**src/hdl/dec_pkg.sv**
```systemverilog
// Shared constants and types for the diagonal edge crossing checker.
package dec_pkg;

  // Widths of the channel fields and the default coordinate width.
  localparam int FIELD_W         = 32;
  localparam int COORD_WIDTH_DEF = 32;

  // Colinear tolerance register.
  localparam int              TOL_W     = 40;
  localparam logic [TOL_W-1:0] TOL_RESET = 40'd4295;

  // Configuration port: one 40-bit register, so 64-bit data and 8-byte stride.
  localparam int CFG_DATA_W = 64;
  localparam int CFG_ADDR_W = 4;
  localparam logic REG_COLINEAR_TOL = 1'b0;

  // Depth of the queue between the front and the back.
  localparam int QUEUE_DEPTH = 4;

  // Per-edge control carried with the coordinates through the queue.
  typedef struct packed {
    logic edge_ok;  // a previous vertex exists, so this beat closes an edge
    logic first;    // start of a chain: clear the crossed flag
    logic last;     // end of a chain: emit the verdict
  } edge_flags_t;

  localparam int FLAGS_W = $bits(edge_flags_t);

endpackage

```
**src/hdl/dec_queue.sv**
```systemverilog
// Short FIFO between the front and the back.
module dec_queue #(
  parameter int WIDTH = 8,
  parameter int DEPTH = dec_pkg::QUEUE_DEPTH
) (
  input  logic             clk,
  input  logic             rst_n,
  input  logic             push,
  input  logic [WIDTH-1:0] push_data,
  input  logic             pop,
  output logic [WIDTH-1:0] head_data,
  output logic             full,
  output logic             empty
);

  localparam int AW = (DEPTH > 1) ? $clog2(DEPTH) : 1;

  logic [WIDTH-1:0] mem_r [DEPTH];
  logic [AW:0]      wr_ptr_r, wr_ptr_nxt;
  logic [AW:0]      rd_ptr_r, rd_ptr_nxt;
  logic             do_push;
  logic             do_pop;

  assign empty     = (wr_ptr_r == rd_ptr_r);
  assign full      = (wr_ptr_r[AW] != rd_ptr_r[AW]) && (wr_ptr_r[AW-1:0] == rd_ptr_r[AW-1:0]);
  assign do_push   = push && !full;
  assign do_pop    = pop && !empty;
  assign head_data = mem_r[rd_ptr_r[AW-1:0]];

  always_comb begin
    wr_ptr_nxt = wr_ptr_r;
    rd_ptr_nxt = rd_ptr_r;
    if (do_push) begin
      wr_ptr_nxt = wr_ptr_r + 1'b1;
    end
    if (do_pop) begin
      rd_ptr_nxt = rd_ptr_r + 1'b1;
    end
  end

  always_ff @(posedge clk) begin
    if (!rst_n) begin
      wr_ptr_r <= '0;
      rd_ptr_r <= '0;
    end else begin
      wr_ptr_r <= wr_ptr_nxt;
      rd_ptr_r <= rd_ptr_nxt;
    end
  end

  always_ff @(posedge clk) begin
    if (do_push) begin
      mem_r[wr_ptr_r[AW-1:0]] <= push_data;
    end
  end

endmodule

```
**config.mk**
```make
export PLATFORM = sky130hd
export DESIGN_NAME = dec_queue
export DESIGN_NICKNAME = d
export VERILOG_FILES = /design/src/hdl/dec_pkg.sv /design/src/hdl/dec_queue.sv
export SDC_FILE = /design/constraint.sdc
export NUM_CORES = 1
export LEC_CHECK = 0
export ABC_AREA = 1
export BUFFER_PORTS_ARGS = -buffer_cell sky130_fd_sc_hd__clkbuf_2
export CORE_AREA = 5 5 64 66
export DETAILED_ROUTE_END_ITERATION = 10
export DIE_AREA = 0 0 69 71
export GPL_TIMING_DRIVEN = 0
export HOLD_SLACK_MARGIN = 0.03
export PLACE_DENSITY = 0.8
export REMOVE_ABC_BUFFERS = 1
export SYNTH_ARGS = -nofsm -noshare
export SYNTH_HDL_FRONTEND = slang
export SYNTH_SLANG_ARGS = --single-unit
```
**constraint.sdc**
```tcl
create_clock -name clk -period 1.6 [get_ports clk]
set_input_delay 0.32 -clock clk [delete_from_list [all_inputs] [get_ports clk]]
set_output_delay 0.32 -clock clk [all_outputs]
set_load 0.05 [all_outputs]
```
; ---- Word level (Yosys, flattened, before mapping)
; Memory sizes are Yosys's and may differ from the RTL's. A register that Yosys moved wholly into a read port is not among the register bits.
; Cells that the tools add are included.
[classes]
n_addsub = 2
eq_ne = 3
mux = 4
n_reduce_logical = 5
[op_table]
columns = cell, count
row1 = $add 3x1->3 const B, 2
row2 = $mux 2, 2
row3 = $eq 3x3->1, 1
row4 = $logic_and 1x1->1, 3
row5 = $eq 2x2->1, 1
row6 = $logic_not 1->1, 2
row7 = $mux 1, 2
row8 = $ne 1x1->1, 1
[totals]
reg_bits = 6
ram_bits = 32
input_bits = 12
output_inout_bits = 10
word_cells = 17
mem_count = 1
[mem_list]
columns = memory, depth, word_bits, read_ports, rd_ports_with_merged_regs, wr, line_no
row1 = mem_r, 4, 8, 1, 1, 1, dec_queue.sv:18  ; logic [WIDTH-1:0] mem_r [DEPTH];

; ---- Depth between registers and ports, before layout
; Gate-level depths: netlist of the first run.
[depth]
depth_word = 6
mapped_depth = 8
mapped_depth_nobuf = 8

; ---- Worst setup path after synthesis of the first run
; Ideal clock, no wire load.
[synth_path]
kind = register -> output
startpoint = reg with a tool-made name
endpoint = out head_data[5]
arrival_time_ns = 1.441
t_required_ns = 1.280
setup_slack_ns = -0.161
path_stages_with_launch = 5
path_buffers = 1
cell_sequence = dfxtp_1 inv_2 buf_2 o21ai_1 o22ai_1
[synth_rtl]
columns = element, line_no
row1 = end: declaration, dec_queue.sv:11  ; output logic [WIDTH-1:0] head_data,

==> flow_summary.toml, run 1 <==
[sta]
hold_viol_final = 0
worstMarginPinSlew_ns = 0.395
skew_ns = 0.0135
max_slew_margin = 0.736
slew_violations = 0
period_minus_slack_ns = 1.67
rsz0062_at_grt = "true"
setup_ws_ns = -0.0709
setup_viol = 7
period_share = 1.04
fmax_ghz = 0.598

[final_layout]
diodes = 0
finish.utilization = 0.651
final_area_mm2 = 0.00229
layout_common_cells = "32 x edfxtp_1, 18 x nor2_1, 18 x nand2_1, 11 x clkbuf_2, 10 x nor2_2"
synthToLayoutAreaGrowth_pct = 36.7
layout.nets = 208
finalNonFillerCells = 240
final_common_cell = "edfxtp_1"
drive_above_1_share = 0.516

[global_route]
grt_max_degree = 17
grt_overflow = 0
grt_pass1_wl_um = 5470
grt_pass1_vias = 1184
grt_usage = 0.144
antenna_found_initial = 0

[clock_network]
ctsRootBufferMaster = "clkbuf_4"
cts_max_level = 2
clk_pin_slew_ns = 0.12
cts_buffers = 5
clkLatencyLatePin_ns = 0.33
cts_sinks = 40
clock_path_buffers = 2
cts_tree = "yes"

[detailed_routing]
post_drt_wl_per_cell_um = 14.4
drtIter0Drc = 92
drc_errors = 0
vias = 1175
drtPass1Iterations = 4
ant_nets = 0
drt-vias-per-instance = 4.90
wl_um = 3450

[place]
place_area_mm2 = 0.00183
placed_cells = 217
port_buffers = 21
place.gp.congestion = 0.832
dp_hpwl_um = 1870

[run_status]
violations = "negative setup slack"
status = "complete, but fails checks"

[critical_path]
crit_chain = "buf_8, nor2_2, o22ai_1, clkbuf_8"
crit_fanout = 8
cp-start-kind = "flop"
required_ns = 1.28
end_kind = "primary output"
r2r.worst_path.cells = 7
cpMaxStageDelayCell = "dfxtp_4"
r2r_slack_ns = 0.13
rr_endpoint = "mem_r[3][6]$_DFFE_PP_"
crit_end = "head_data[7]"
cp.arrival_ns = 1.35
max_stage_delay_ns = 0.44
r2r_start = "wr_ptr_r[1]$_SDFFE_PN0P_"
worstSetupPathType = "reg2out"

[power]
power.density_mw_per_mm2 = 1160
p_switching_mw = 0.902
p_clk_frac = 0.176
pwr-share-comb = 0.356
p_leak_nw = 0.923
power_frac_seq = 0.468
ir_drop_mv = 0.567
intPower_mw = 1.75
switching_share = 0.340

[synthesis]
syn-instance-count = 150
ys_ff_latch = 40
yosysWarningCount = 0
syn_area_mm2 = 0.00168
synth.distinct_cells = 18
avgSynthCellArea_um2 = 11.2
yosysSeqAreaShare = 0.668

[floorplanning]
die_h_um = 71
io-pin-count = 22
placementRows = 22
core-area_mm2 = 0.00352
start_util = 0.476
die-area_mm2 = 0.00490
die_x_um = 69

[run]
max_cap_violations = 0

[min_path]
hp-class = "in2reg"
power by group through the flow:
stage / sequential, mW / clock [mW] / combinational, mW
3_3_place_gp: 1.26 / 0 / 0.564
5_1_grt: 1.25 / 0.549 / 1.00
3_5_place_dp: 1.26 / 0 / 0.573
2_1_floorplan: 1.24 / 0 / 0.441
4_1_cts: 1.24 / 0.483 / 0.825
6_report: 1.24 / 0.468 / 0.944
through the flow:
| step | setup WS (ns) | setup TNS [ns] | hold WS, ns | power [mW] |
|---|---|---|---|---|
| after floorplan | -0.188 | -1.48 | 0.419 | 1.69 |
| final | -0.0709 | -0.342 | 0.197 | 2.65 |
| after global routing | -0.148 | -0.999 | 0.160 | 2.80 |
| after detailed placement | -0.255 | -6.38 | 0.543 | 1.83 |
| after CTS | -0.102 | -0.555 | 0.182 | 2.54 |
| after global placement | -0.242 | -5.97 | 0.537 | 1.82 |
Yosys cell counts, drive strengths merged:
cell / count / area share
a21oi: 1 / 0.0030
buf: 2 / 0.0075
dfxtp: 8 / 0.095
edfxtp: 32 / 0.57
ha: 5 / 0.037
inv: 16 / 0.036
nand2: 28 / 0.081
nand3: 3 / 0.015
nor2: 31 / 0.075
o21ai: 16 / 0.048
o22ai: 8 / 0.030
cells by family after synthesis:
logic type / synth area share
AO/OA/AOI/OAI: 0.0805
adder cells (fa/ha/maj): 0.0373
buffers and inverters: 0.0432
flip-flops: 0.668
AND/OR/NAND/NOR: 0.171
worst min path at each step:
| stage | to | cells past startpoint | slack [ns] | startpoint |
|---|---|---|---|---|
| finish | mem_r[0][3]$_DFFE_PP_ | 1 | 0.20 | push_data[3] |
| global placement | mem_r[3][3]$_DFFE_PP_ | 1 | 0.54 | push_data[3] |
| CTS | mem_r[0][3]$_DFFE_PP_ | 1 | 0.18 | push_data[3] |
| detailed placement | mem_r[0][3]$_DFFE_PP_ | 1 | 0.54 | push_data[3] |
| floorplan | mem_r[0][0]$_DFFE_PP_ | 0 | 0.42 | push_data[0] |
| global route | mem_r[3][3]$_DFFE_PP_ | 1 | 0.16 | push_data[3] |
what timing repair did:
| item | CTS | global route |
|---|---|---|
| pin swaps | 17 | 11 |
| hold endpoints to repair | 0 | 0 |
| setup buffers | 12 | 3 |
| hold buffers | 0 | 0 |
| resized for setup | 67 | 35 |
| setup endpoints to repair | 34 | 23 |
sequential cells by signal (all words and copies together), names as in the netlist, named ones only:
signal    cells
wr_ptr_r      3
rd_ptr_r      3
mem_r        32
layout make-up:
cell class	instances	area [um^2]
Fill cell	258	1230
Sequential cell	40	1140
Multi-Input combinational cell	92	608
Timing Repair Buffer	36	363
Inverter	16	70.1
Tap cell	48	60.1
Clock buffer	6	41.3
Clock inverter	2	12.5
worst max-delay path: cells and delay by family (launching register included):
family          cells  cell delay (ns)
compound gates      1             0.16
simple gates        1             0.04
flops               1             0.44
buf+inv             2             0.38
metal layers:
metal / GRT usage / part of all wire
met1: 0.155 / 0.40
met2: 0.271 / 0.55
met5: 0 / 0
met4: 0.0499 / 0.0078
met3: 0.0398 / 0.045
Power figures use the tool's default switching activity.
==> inputs of run 2 (changes only) <==
Settings changed: CTS_CLUSTER_SIZE set to 12, REMOVE_ABC_BUFFERS 1 to unset.
==> run 2 against run 1 <==
- the run still ends with negative setup slack left
- final area is 6.4% higher
- non-clock buffer count rose by 2
- critical path depth rose by 1
- register-to-register slack got worse by 0.02 ns
- global-route usage rose by 2.0 points
- sequential power is essentially flat
- total power grew 10%
- combinational power up 9%
- setup slack worse by 0.038 ns
- critical endpoint is now head_data[5]
- largest cell class unchanged
==> flow_summary.toml, run 2 (synthesis gave the netlist of run 1 again) <==
[critical_path]
end_kind = "primary output"
cp.arrival_ns = 1.39
cp-start-kind = "flop"
worstSetupPathType = "reg2out"
crit_fanout = 6
required_ns = 1.28

[place]
placed_cells = 219
port_buffers = 21
dp_hpwl_um = 2290
place.gp.congestion = 0.832

[global_route]
grt_pass1_vias = 1270
antenna_found_initial = 0
grt_usage = 0.164
grt_max_degree = 13
grt_pass1_wl_um = 6070
grt_overflow = 0

[synthesis]
syn_nets = 167

[clock_network]
cts_max_level = 2
cts_buffers = 5
cts_hold_buf = 0
ctsRootBufferMaster = "clkbuf_4"
cts_sinks = 40
clock_path_buffers = 2
cts_tree = "yes"
clkLatencyLatePin_ns = 0.34
clk_pin_slew_ns = 0.12

[sta]
fmax_ghz = 0.585
slew_violations = 0
max_slew_margin = 0.736
rsz0062_at_grt = "true"
hold_viol_final = 0
setup_ws_ns = -0.109
period_minus_slack_ns = 1.71
period_share = 1.07
skew_ns = 0.0161
setup_viol = 8
worstMarginPinSlew_ns = 0.396

[power]
p_leak_nw = 0.969
ir_drop_mv = 0.825
power.density_mw_per_mm2 = 1200

[detailed_routing]
wl_um = 4000
drc_errors = 0
drtIter0Drc = 47
ant_nets = 0
post_drt_wl_per_cell_um = 16.5
vias = 1259
drt-vias-per-instance = 5.20
drtPass1Iterations = 4

[final_layout]
layout_common_cells = "32 x edfxtp_1, 17 x nand2_1, 13 x nor2_1, 12 x buf_8, 12 x o21ai_2"
regArea_mm2 = 0.00114
drive_above_1_share = 0.593
synthToLayoutAreaGrowth_pct = 45.4
largest_reg_flops = 32
finish.utilization = 0.692
diodes = 0
layout.nets = 210
multi_input_area_um2 = 698
fillCellCount = 262
final_common_cell = "edfxtp_1"
finalNonFillerCells = 242

[floorplanning]
die_x_um = 69
die_h_um = 71
core-area_mm2 = 0.00352
die-area_mm2 = 0.00490
start_util = 0.476
io-pin-count = 22
placementRows = 22

[min_path]
hp-class = "in2reg"

[run_status]
violations = "negative setup slack"
status = "complete, but fails checks"

[run]
max_cap_violations = 0
run 2: metrics by stage:
step / instance area, um^2 / worst slack [ns] / hold WS (ns) / power, mW / TNS, ns
3_3_place_gp: 1890 / -0.232 / 0.537 / 1.87 / -4.99
2_1_floorplan: 1730 / 0.111 / 0.419 / 1.73 / 0
3_5_place_dp: 1890 / -0.284 / 0.544 / 1.90 / -6.44
6_report: 2440 / -0.109 / 0.188 / 2.92 / -0.658
5_1_grt: 2440 / -0.166 / 0.157 / 3.06 / -1.25
4_1_cts: 2340 / -0.112 / 0.185 / 2.82 / -0.836
run 2: critical path, cell delays in order, from the launching register on:
cell and delay, ns:
dfxtp_4 0.40, inv_6 0.10, buf_8 0.14, nor2_4 0.04, o22ai_2 0.20, buf_8 0.18
run 2: final timing paths:
kind                            start                  endpoint  slack [ns]  cells after the start
min reg2reg  rd_ptr_r[2]$_SDFFE_PN0P_  rd_ptr_r[2]$_SDFFE_PN0P_        0.54                      2
min                      push_data[1]     mem_r[0][1]$_DFFE_PP_        0.19                      1
max                              flop              head_data[5]       -0.11                      5
max reg2reg  rd_ptr_r[1]$_SDFFE_PN0P_     mem_r[3][0]$_DFFE_PP_        0.11                      7
run 2: layer usage:
metal	up-vias	part of all wire	global-route usage
met4	0	0.023	0.0586
li1	599	-	-
met5	-	0	0
met3	12	0.054	0.0540
met2	43	0.55	0.307
met1	605	0.38	0.172
run 2: final cells by class:
cell class / count / share of cell area
tap: 48 / 0.0246
multi-input combinational: 92 / 0.286
inverter: 16 / 0.0287
timing repair buffer: 36 / 0.148
clock buffer: 6 / 0.0169
clock inverter: 2 / 0.0144
buffer: 2 / 0.0123
sequential: 40 / 0.469
run 2: what timing repair did:
item,CTS,global route
endpoints found under the setup margin,34,10
cloned,2,0
setup buffers,9,5
endpoints found under the hold margin,0,0
gates resized for setup,77,42
pin swaps,7,14
run 2: power breakdown:
| part | leakage (nW) | total, mW | internal [mW] | switching, mW |
|---|---|---|---|---|
| Combinational | 0.562 | 1.03 | 0.433 | 0.597 |
| Sequential | 0.364 | 1.26 | 1.19 | 0.0674 |
| Clock | 0.0422 | 0.630 | 0.328 | 0.303 |
