--- src/hdl/dec_pkg.sv ---
// Shared constants and types for the diagonal edge crossing checker.
package dec_pkg;

  // Widths of the channel fields and the default coordinate width.
  localparam int FIELD_W         = 32;
  localparam int COORD_WIDTH_DEF = 32;

  // Colinear tolerance register.
  localparam int              TOL_W     = 40;
  localparam logic [TOL_W-1:0] TOL_RESET = 40'd4295;

  // Configuration port: one 40-bit register, so 64-bit data and 8-byte stride.
  localparam int CFG_DATA_W = 64;
  localparam int CFG_ADDR_W = 4;
  localparam logic REG_COLINEAR_TOL = 1'b0;

  // Depth of the queue between the front and the back.
  localparam int QUEUE_DEPTH = 4;

  // Per-edge control carried with the coordinates through the queue.
  typedef struct packed {
    logic edge_ok;  // a previous vertex exists, so this beat closes an edge
    logic first;    // start of a chain: clear the crossed flag
    logic last;     // end of a chain: emit the verdict
  } edge_flags_t;

  localparam int FLAGS_W = $bits(edge_flags_t);

endpackage

--- src/hdl/dec_in_if.sv ---
// Input channel: one polygon vertex with the diagonal and chain markers.
interface dec_in_if;
  logic                               valid;
  logic                               ready;
  logic signed [dec_pkg::FIELD_W-1:0] diag_start_x;
  logic signed [dec_pkg::FIELD_W-1:0] diag_start_y;
  logic signed [dec_pkg::FIELD_W-1:0] diag_end_x;
  logic signed [dec_pkg::FIELD_W-1:0] diag_end_y;
  logic signed [dec_pkg::FIELD_W-1:0] vertex_x;
  logic signed [dec_pkg::FIELD_W-1:0] vertex_y;
  logic                               first_vertex;
  logic                               last_vertex;

  modport source (
    output valid, diag_start_x, diag_start_y, diag_end_x, diag_end_y,
           vertex_x, vertex_y, first_vertex, last_vertex,
    input  ready
  );
  modport sink (
    input  valid, diag_start_x, diag_start_y, diag_end_x, diag_end_y,
           vertex_x, vertex_y, first_vertex, last_vertex,
    output ready
  );
endinterface

--- src/hdl/dec_front.sv ---
// Front end: accept vertex beats, pair each with the previous vertex, classify.
module dec_front #(
  parameter int COORD_WIDTH = dec_pkg::COORD_WIDTH_DEF
) (
  input  logic                     clk,
  input  logic                     rst_n,
  dec_in_if.sink                   in_ch,
  input  logic                     q_full,
  output logic                     push,
  output logic [8*COORD_WIDTH-1:0] push_coords,
  output dec_pkg::edge_flags_t     push_flags
);

  localparam int CW = COORD_WIDTH;

  logic [CW-1:0] prev_x_r, prev_x_nxt;
  logic [CW-1:0] prev_y_r, prev_y_nxt;
  logic          have_prev_r, have_prev_nxt;

  assign in_ch.ready = !q_full;
  assign push        = in_ch.valid && in_ch.ready;

  // Keep only the low coordinate bits; the back sign-extends them.
  assign push_coords = {in_ch.diag_start_x[CW-1:0], in_ch.diag_start_y[CW-1:0],
                        in_ch.diag_end_x[CW-1:0],   in_ch.diag_end_y[CW-1:0],
                        prev_x_r,                   prev_y_r,
                        in_ch.vertex_x[CW-1:0],     in_ch.vertex_y[CW-1:0]};

  assign push_flags.edge_ok = have_prev_r && !in_ch.first_vertex;
  assign push_flags.first   = in_ch.first_vertex;
  assign push_flags.last    = in_ch.last_vertex;

  always_comb begin
    prev_x_nxt    = prev_x_r;
    prev_y_nxt    = prev_y_r;
    have_prev_nxt = have_prev_r;
    if (push) begin
      prev_x_nxt    = in_ch.vertex_x[CW-1:0];
      prev_y_nxt    = in_ch.vertex_y[CW-1:0];
      have_prev_nxt = !in_ch.last_vertex;
    end
  end

  always_ff @(posedge clk) begin
    if (!rst_n) begin
      prev_x_r    <= '0;
      prev_y_r    <= '0;
      have_prev_r <= 1'b0;
    end else begin
      prev_x_r    <= prev_x_nxt;
      prev_y_r    <= prev_y_nxt;
      have_prev_r <= have_prev_nxt;
    end
  end

endmodule

--- src/flat_wrapper.sv ---
// flat-port wrapper written by rule: the top's interface ports become plain ports
module dec_front_flat 
#(
  parameter int COORD_WIDTH = dec_pkg::COORD_WIDTH_DEF
)
  (clk, rst_n, q_full, push, push_coords, push_flags, in_ch_valid, in_ch_diag_start_x, in_ch_diag_start_y, in_ch_diag_end_x, in_ch_diag_end_y, in_ch_vertex_x, in_ch_vertex_y, in_ch_first_vertex, in_ch_last_vertex, in_ch_ready);
  dec_in_if in_ch_i ();
  input  logic clk;
  input  logic rst_n;
  input  logic q_full;
  output logic push;
  output logic [8*COORD_WIDTH-1:0] push_coords;
  output dec_pkg::edge_flags_t push_flags;
  input wire logic [$bits(in_ch_i.valid)-1:0] in_ch_valid;
  input wire logic [$bits(in_ch_i.diag_start_x)-1:0] in_ch_diag_start_x;
  input wire logic [$bits(in_ch_i.diag_start_y)-1:0] in_ch_diag_start_y;
  input wire logic [$bits(in_ch_i.diag_end_x)-1:0] in_ch_diag_end_x;
  input wire logic [$bits(in_ch_i.diag_end_y)-1:0] in_ch_diag_end_y;
  input wire logic [$bits(in_ch_i.vertex_x)-1:0] in_ch_vertex_x;
  input wire logic [$bits(in_ch_i.vertex_y)-1:0] in_ch_vertex_y;
  input wire logic [$bits(in_ch_i.first_vertex)-1:0] in_ch_first_vertex;
  input wire logic [$bits(in_ch_i.last_vertex)-1:0] in_ch_last_vertex;
  output wire logic [$bits(in_ch_i.ready)-1:0] in_ch_ready;
  assign in_ch_i.valid = in_ch_valid;
  assign in_ch_i.diag_start_x = in_ch_diag_start_x;
  assign in_ch_i.diag_start_y = in_ch_diag_start_y;
  assign in_ch_i.diag_end_x = in_ch_diag_end_x;
  assign in_ch_i.diag_end_y = in_ch_diag_end_y;
  assign in_ch_i.vertex_x = in_ch_vertex_x;
  assign in_ch_i.vertex_y = in_ch_vertex_y;
  assign in_ch_i.first_vertex = in_ch_first_vertex;
  assign in_ch_i.last_vertex = in_ch_last_vertex;
  assign in_ch_ready = in_ch_i.ready;
  dec_front #(.COORD_WIDTH(COORD_WIDTH)) u_core (.clk(clk), .rst_n(rst_n), .in_ch(in_ch_i), .q_full(q_full), .push(push), .push_coords(push_coords), .push_flags(push_flags));
endmodule
--- config.mk ---
export PLATFORM = sky130hd
export DESIGN_NAME = dec_front_flat
export DESIGN_NICKNAME = d
export VERILOG_FILES = /design/src/hdl/dec_pkg.sv /design/src/hdl/dec_in_if.sv /design/src/hdl/dec_front.sv /design/src/flat_wrapper.sv
export SDC_FILE = /design/constraint.sdc
export NUM_CORES = 1
export LEC_CHECK = 0
export ABC_CLOCK_PERIOD_IN_PS = 1300
export BUFFER_PORTS_ARGS = -buffer_cell sky130_fd_sc_hd__clkbuf_2
export CAP_MARGIN = 20
export CORE_AREA = 2 2 177 179
export DETAILED_ROUTE_END_ITERATION = 10
export DIE_AREA = 0 0 179 181
export PLACE_DENSITY = 0.48
export SYNTH_ARGS = -nofsm -noshare
export SYNTH_HDL_FRONTEND = slang
export SYNTH_SLANG_ARGS = --single-unit
--- constraint.sdc ---
create_clock -name clk -period 1.3 [get_ports clk]
set_clock_uncertainty 0.05 [all_clocks]
set_input_delay 0.065 -clock clk [delete_from_list [all_inputs] [get_ports clk]]
set_output_delay 0.065 -clock clk [all_outputs]
set_load 0.01 [all_outputs]
# [After elaboration in Yosys (flattened, before gate mapping)]
# Cells that the tools add are included.
[classes] reduce_logical=5
[op_table] operator="logical NOT 1 bit" n=3
[op_table] operator="logical AND 1 bit" n=2
[totals] register_bits=65 input_bits=198 out_inout_bits=261 wordCells=8

# [Depth between registers and ports, before layout]
# Gate-level depths: netlist of the first run.
[depth] ltp_word=2 mapped_depth=5 depth_no_buf=2

# [Worst setup path before layout of the first run]
# No wires, ideal clock.
[synth_timing] path_type="input to register" start="in in_ch_valid" end="reg u_core.prev_x_r[10]" setup_time_ns=0.072 arrival_time_ns=0.771 required_time_ns=1.178 path_slack_ns=0.408 path_stages=5 path_buffers=3 cell_sequence="nor2b_1 > clkbuf_2 > buf_6 > buf_12 > mux2i_1"
[synth_between] elab_chain_len=1
[synth_rtl] item="start, declared" line="flat_wrapper.sv:14" source="input wire logic [$bits(in_ch_i.valid)-1:0] in_ch_valid;"
[synth_rtl] item="logical AND 1 bit" line="dec_front.sv:21" source="assign push = in_ch.valid && in_ch.ready;"
[synth_rtl] item="end signal, assigned" line="dec_front.sv:50" source="prev_x_r <= prev_x_nxt;"
[synth_rtl] item="end, declared" line="dec_front.sv:16" source="logic [CW-1:0] prev_x_r, prev_x_nxt;"
# No other way between the ends.
# A chain may end at the register's enable or synchronous reset.

# [Worst setup path in the final report of the first run]
[layout_timing] start="in in_ch_last_vertex" end="reg u_core.have_prev_r"
[layout_between] elab_chain_len=1
[layout_rtl] item="start, declared" line="flat_wrapper.sv:22" source="input wire logic [$bits(in_ch_i.last_vertex)-1:0] in_ch_last_vertex;"
[layout_rtl] item="logical NOT 1 bit" line="dec_front.sv:40" source="have_prev_nxt = !in_ch.last_vertex;"
[layout_rtl] item="end signal, assigned" line="dec_front.sv:52" source="have_prev_r <= have_prev_nxt;"
[layout_rtl] item="end, declared" line="dec_front.sv:18" source="logic have_prev_r, have_prev_nxt;"
# No other way between the ends.

==> flow_metrics.tcl, run 1 <==
set metrics [dict create \
    outcome "finished clean" \
    cpMaxStageDelayCell "dlygate4sd3_1" \
    drt_wl_total_um 11600 \
    setup_tns_ns 0 \
    report.final.hold_viol_count 0 \
    synth_seq_cells 65 \
    finalSetupViolations 0 \
    r2r_end "u_core.have_prev_r" \
    cts_root_buffer "clkbuf_16" \
    grt_max_degree 49 \
    rsz0062_at_grt "false" \
    hpwl_um 8410 \
    yosys.area_share.adder 0 \
    reg2reg_slack_ns 0.62 \
    synth_cells 478 \
    layout-drive-gt1-share 0.408 \
    cp_top_family "buffers and inverters" \
    num_io_pins 459 \
    routedWlPerCell_um 12.2 \
    antenna_found_initial 0 \
    p_leak_nw 2.36 \
    die_w_um 179 \
    drv_slew 0 \
    antenna_left 0 \
    ys_seq_area_frac 0.318 \
    synth_top_area_cell "buf_4" \
    crit_path_cell_trace "dlygate4sd3_1 > clkbuf_2 > nand3b_1 > dlygate4sd3_1 > o211a_1" \
    drcViolationCount 0 \
    io_buffers 202 \
    synthToLayoutAreaGrowth_pct 24.5 \
    viasPerCell 3.19 \
    worstPathMaxFanout 2 \
    cts_tree "done" \
    yosysWarningCount 0 \
    clk_latency_ns 0.33 \
    synth_xor_area_frac 0 \
    ff_latch_area_mm2 0.00130 \
    synth_top_family_by_area "buffers and inverters" \
    numCtsBuffers 9 \
    worstHoldStart "in_ch_diag_end_y[1]" \
    p_per_area_mw_per_mm2 1150 \
    required_ns 1.48 \
    cts_sinks 65 \
    htreeDepth 3 \
    cts.clk_slew.worst_paths_ns 0.05 \
    max-cap-violations 0 \
    synthTopCellsByArea "buf_4 (36%), dfxtp_1 (32%), mux2i_1 (16%), nand2_1 (12%), buf_12 (2.0%)" \
    final.min_clock_period_ns 1.27 \
    postCtsSetupBuffers 0 \
    grt_pass1_wl_um 16400 \
    worstSetupPathType "input port to flop" \
    synthSimpleGateAreaFrac 0.122 \
    gp_congestion 0.679 \
    fp.dieH_um 181 \
    nets 747 \
    crit_top_cell "dlygate4sd3_1" \
    synth.area.mux_share 0.157 \
    syn_nets 676 \
    grt_pass1_vias 2891 \
    multiInputGateArea_mm2 0.00116 \
    dieArea_mm2 0.0324 \
    path_buf_inv 3 \
    synth.avg_cell_area_um2 8.55 \
    core_mm2 0.0303 \
    clockBufferDepth 2 \
    grt.overflow.total 0 \
    slew_headroom 0.806 \
    netlist-cell-type-count 13 \
    nFillCells 3429 \
    grt_usage 0.0699 \
    arrival_ns 1.45 \
    diodes 0 \
    drt-pass1-iter-count 4 \
    post-route-period-util 0.980 \
    num_rows 64 \
    worstSetupStartpointType "input port" \
    final_common_cell "clkbuf_2" \
    fin_util 0.168 \
    start_util 0.135 \
    critPathMaxStageDelay_ns 0.55 \
    min_path_cells 0 \
    synth_top_area_frac 0.362 \
    dr.first_iter.drc_count 68 \
    hp-class "input port to output pin" \
    vdd_drop_max_v 0.000639 \
    max_freq_mhz 785 \
    whs_endpoint "push_coords[129]" \
    worst_r2r_path_depth 1 \
    synth_compound_area_frac 0.00245 \
    r2r_start "u_core.have_prev_r" \
    num_vias 3030 \
    cp-end-kind "flop" \
    layout_common_cells "clkbuf_2 (201), nand2_1 (128), dlygate4sd3_1 (66)" \
    syn_area_mm2 0.00409 \
    worst_pin_slew_ns 0.291 \
]
-- synthesized netlist by cell type --
cell type  instances
buf_12             4
buf_2              6
buf_4            197
buf_6              1
clkbuf_1           7
clkbuf_2           1
dfxtp_1           65
inv_1              1
mux2i_1           64
nand2_1          128
nand3b_1           1
nor2b_1            2
o211a_1            1
-- stage by stage --
step	total power, mW	std cells	instance area (um^2)	hold slack [ns]	worst slack (ns)
6_report	5.84	950	5090	0.0800	0.0255
5_1_grt	6.20	950	5090	0.0800	0.000285
4_1_cts	6.04	950	5090	0.0801	0.0682
3_5_place_dp	3.00	868	4100	0.0801	0.260
3_3_place_gp	2.99	868	4100	0.0801	0.295
2_1_floorplan	3.14	478	4090	0.124	0.408
-- flip-flops by register name, indices dropped and copies added (netlist names) --
signal,cells
u_core.prev_x_r,32
u_core.prev_y_r,32
u_core.have_prev_r,1
-- kinds of logic after synthesis --
logic type,count (synthesis)
AO/OA/AOI/OAI,1
multiplexers,64
flip-flops,65
AND/OR/NAND/NOR,131
buffers and inverters,217
-- power by group --
group | internal [mW] | switching, mW
combinational | 0.481 | 0.465
clock | 1.79 | 0.959
sequential | 2.10 | 0.0528
-- area by class of cell --
class | count | area share
inverter | 1 | 0.000738
timing repair buffer | 276 | 0.353
sequential | 65 | 0.256
tap | 396 | 0.0974
multi-input combinational | 196 | 0.228
clock buffer | 12 | 0.0504
clock inverter | 4 | 0.0148
-- worst max path at each step --
stage	start	endpoint	slack [ns]	cells after the start
after CTS	in_ch_last_vertex	u_core.have_prev_r	0.07	5
after global placement	in_ch_valid	u_core.prev_y_r[2]	0.30	4
after detailed placement	in_ch_valid	u_core.prev_x_r[27]	0.26	4
final	in_ch_last_vertex	u_core.have_prev_r	0.03	5
after global routing	in_ch_last_vertex	u_core.have_prev_r	0.0003	5
after floorplan	in_ch_valid	u_core.prev_x_r[10]	0.41	5
-- metal layers --
metal	part of all wire	wire length, um	vias up	GRT usage
met5	0	0	-	0
met4	0.11	1240	0	0.0780
met3	0.12	1410	92	0.0394
met2	0.43	4970	183	0.102
met1	0.34	3970	1304	0.0647
li1	-	-	1451	-
-- repair_timing --
item | 4_1_cts | 5_1_grt
endpoints found under the setup margin | 0 | 0
hold buffers | 66 | 0
endpoints found under the hold margin | 65 | 0
resized for setup | 0 | 0
Power figures use the tool's default switching activity.
==> run 2, diff against run 1 <==
--- a/config.mk
+++ b/config.mk
@@ -9,6 +9,7 @@
 export BUFFER_PORTS_ARGS = -buffer_cell sky130_fd_sc_hd__clkbuf_2
 export CAP_MARGIN = 20
 export CORE_AREA = 2 2 177 179
+export CTS_CLUSTER_DIAMETER = 120
 export DETAILED_ROUTE_END_ITERATION = 10
 export DIE_AREA = 0 0 179 181
 export PLACE_DENSITY = 0.48
==> constraint.sdc (replaced) <==
create_clock -name clk -period 1.3 [get_ports clk]
set_clock_uncertainty 0.05 [all_clocks]
set_input_delay 0.26 -clock clk [delete_from_list [all_inputs] [get_ports clk]]
set_output_delay 0.26 -clock clk [all_outputs]
set_load 0.01 [all_outputs]
==> run 2 against run 1 <==
Register-to-register slack barely moved. Die area stayed put. Global-route usage shrank 0.51 points. Utilization down 2.1 points. Critical path depth decreased by 3. Clock power fell by 2%. Maximum frequency is 4.1% higher.
==> flow_metrics.tcl, run 2 (synthesis results as in run 1) <==
set metrics [dict create \
    outcome "finished clean" \
    cp-end-kind "output pin" \
    drcViolationCount 0 \
    drv_slew 0 \
    report.final.hold_viol_count 0 \
    cts.clk_slew.worst_paths_ns 0.06 \
    min_path_cells 3 \
    nets 685 \
    max-cap-violations 0 \
    reg2reg_slack_ns 0.63 \
    worstHoldStart "in_ch_vertex_x[13]" \
    antenna_left 0 \
    nFillCells 3501 \
    multiInputGateArea_mm2 0.00116 \
    drt_wl_total_um 10800 \
    viasPerCell 3.11 \
    rsz0062_at_grt "false" \
    core_mm2 0.0303 \
    clockBufferDepth 2 \
    grt_pass1_wl_um 15200 \
    post-route-period-util 0.942 \
    grt_usage 0.0648 \
    hp-class "input port to flop" \
    start_util 0.135 \
    whs_endpoint "u_core.prev_x_r[13]" \
    num_io_pins 459 \
    io_buffers 202 \
    worst_r2r_path_depth 1 \
    cts_sinks 65 \
    arrival_ns 0.91 \
    clk_latency_ns 0.34 \
    diodes 0 \
    cpMaxStageDelayCell "dfxtp_1" \
    grt.overflow.total 0 \
    gp_congestion 0.687 \
    p_leak_nw 2.10 \
    crit_path_cell_trace "nor2b_1 > buf_2" \
    slew_headroom 0.817 \
    path_buf_inv 1 \
    layout-drive-gt1-share 0.465 \
    cp_top_family "flip-flops" \
    setup_tns_ns 0 \
    final_common_cell "clkbuf_2" \
    num_vias 2758 \
    fin_util 0.146 \
    hpwl_um 8390 \
    r2r_end "u_core.have_prev_r" \
    worstPathMaxFanout 2 \
    cts-hold-fix-buffers 0 \
    grt_pass1_vias 2597 \
    whs_ns 0.108 \
    final.min_clock_period_ns 1.22 \
    grt_max_degree 47 \
    cts_root_buffer "clkbuf_16" \
    drt-pass1-iter-count 4 \
    power_mw 5.62 \
    max_freq_mhz 817 \
    ff_latch_area_mm2 0.00130 \
    finalSetupViolations 0 \
    worstSetupStartpointType "flop" \
    worst_pin_slew_ns 0.275 \
    htreeDepth 3 \
    layout_common_cells "clkbuf_2 (200), nand2_1 (128), dfxtp_1 (65)" \
    p_per_area_mw_per_mm2 1270 \
    cts_tree "done" \
    top_regs "u_core.prev_x_r x32, u_core.prev_y_r x32, u_core.have_prev_r x1" \
    num_rows 64 \
    routedWlPerCell_um 12.2 \
    dieArea_mm2 0.0324 \
    r2r_start "u_core.have_prev_r" \
    antenna_found_initial 0 \
    dr.first_iter.drc_count 70 \
    fp.dieH_um 181 \
    worstSetupPathType "flop to output pin" \
    vdd_drop_max_v 0.000496 \
    critPathMaxStageDelay_ns 0.33 \
    required_ns 0.99 \
    synthToLayoutAreaGrowth_pct 8.57 \
    die_w_um 179 \
    numCtsBuffers 9 \
]
run 2: how the worst max path moves through the flow:
stage / from / endpoint / slack, ns / cells past startpoint
floorplan: in_ch_valid / u_core.prev_x_r[10] / 0.21 / 5
global placement: q_full / u_core.prev_y_r[2] / 0.09 / 4
detailed placement: q_full / u_core.prev_x_r[27] / 0.06 / 4
CTS: u_core.have_prev_r / push_flags[2] / 0.02 / 2
global route: u_core.have_prev_r / push_flags[2] / 0.01 / 2
finish: u_core.have_prev_r / push_flags[2] / 0.08 / 2
run 2: final cells by class:
cell class / instances / area share
flip-flops and latches: 65 / 0.293
well taps: 396 / 0.112
clock inverters: 5 / 0.0180
clock buffers: 11 / 0.0524
inverters: 1 / 0.000846
multi-input cells: 196 / 0.261
repair buffers: 214 / 0.263
run 2: metrics by stage:
step	instance area, um^2	cells	worst slack [ns]
detailed placement	4130	872	0.0568
global route	4440	888	0.0116
global placement	4130	872	0.0895
finish	4440	888	0.0758
CTS	4440	888	0.0234
floorplan	4090	478	0.213
run 2: power by group:
| part | internal, mW | leakage, nW | switching, mW |
|---|---|---|---|
| Clock | 1.68 | 0.146 | 1.01 |
| Combinational | 0.361 | 1.42 | 0.429 |
| Sequential | 2.10 | 0.532 | 0.0515 |
run 2: metal layers:
layer,wire [um],share of wire,GRT usage
met2,4540,0.42,0.0945
met1,3650,0.34,0.0593
met3,1410,0.13,0.0354
met4,1220,0.11,0.0751
met5,0,0,0
run 2: worst min-delay path, cell delays in order:
cell and delay (ns):
clkbuf_2 0.09, nand2_1 0.05, mux2i_1 0.05
run 2: timing repair:
action	in CTS	in global routing
setup buffers	0	0
resized for setup	0	1
setup endpoints to repair	0	1
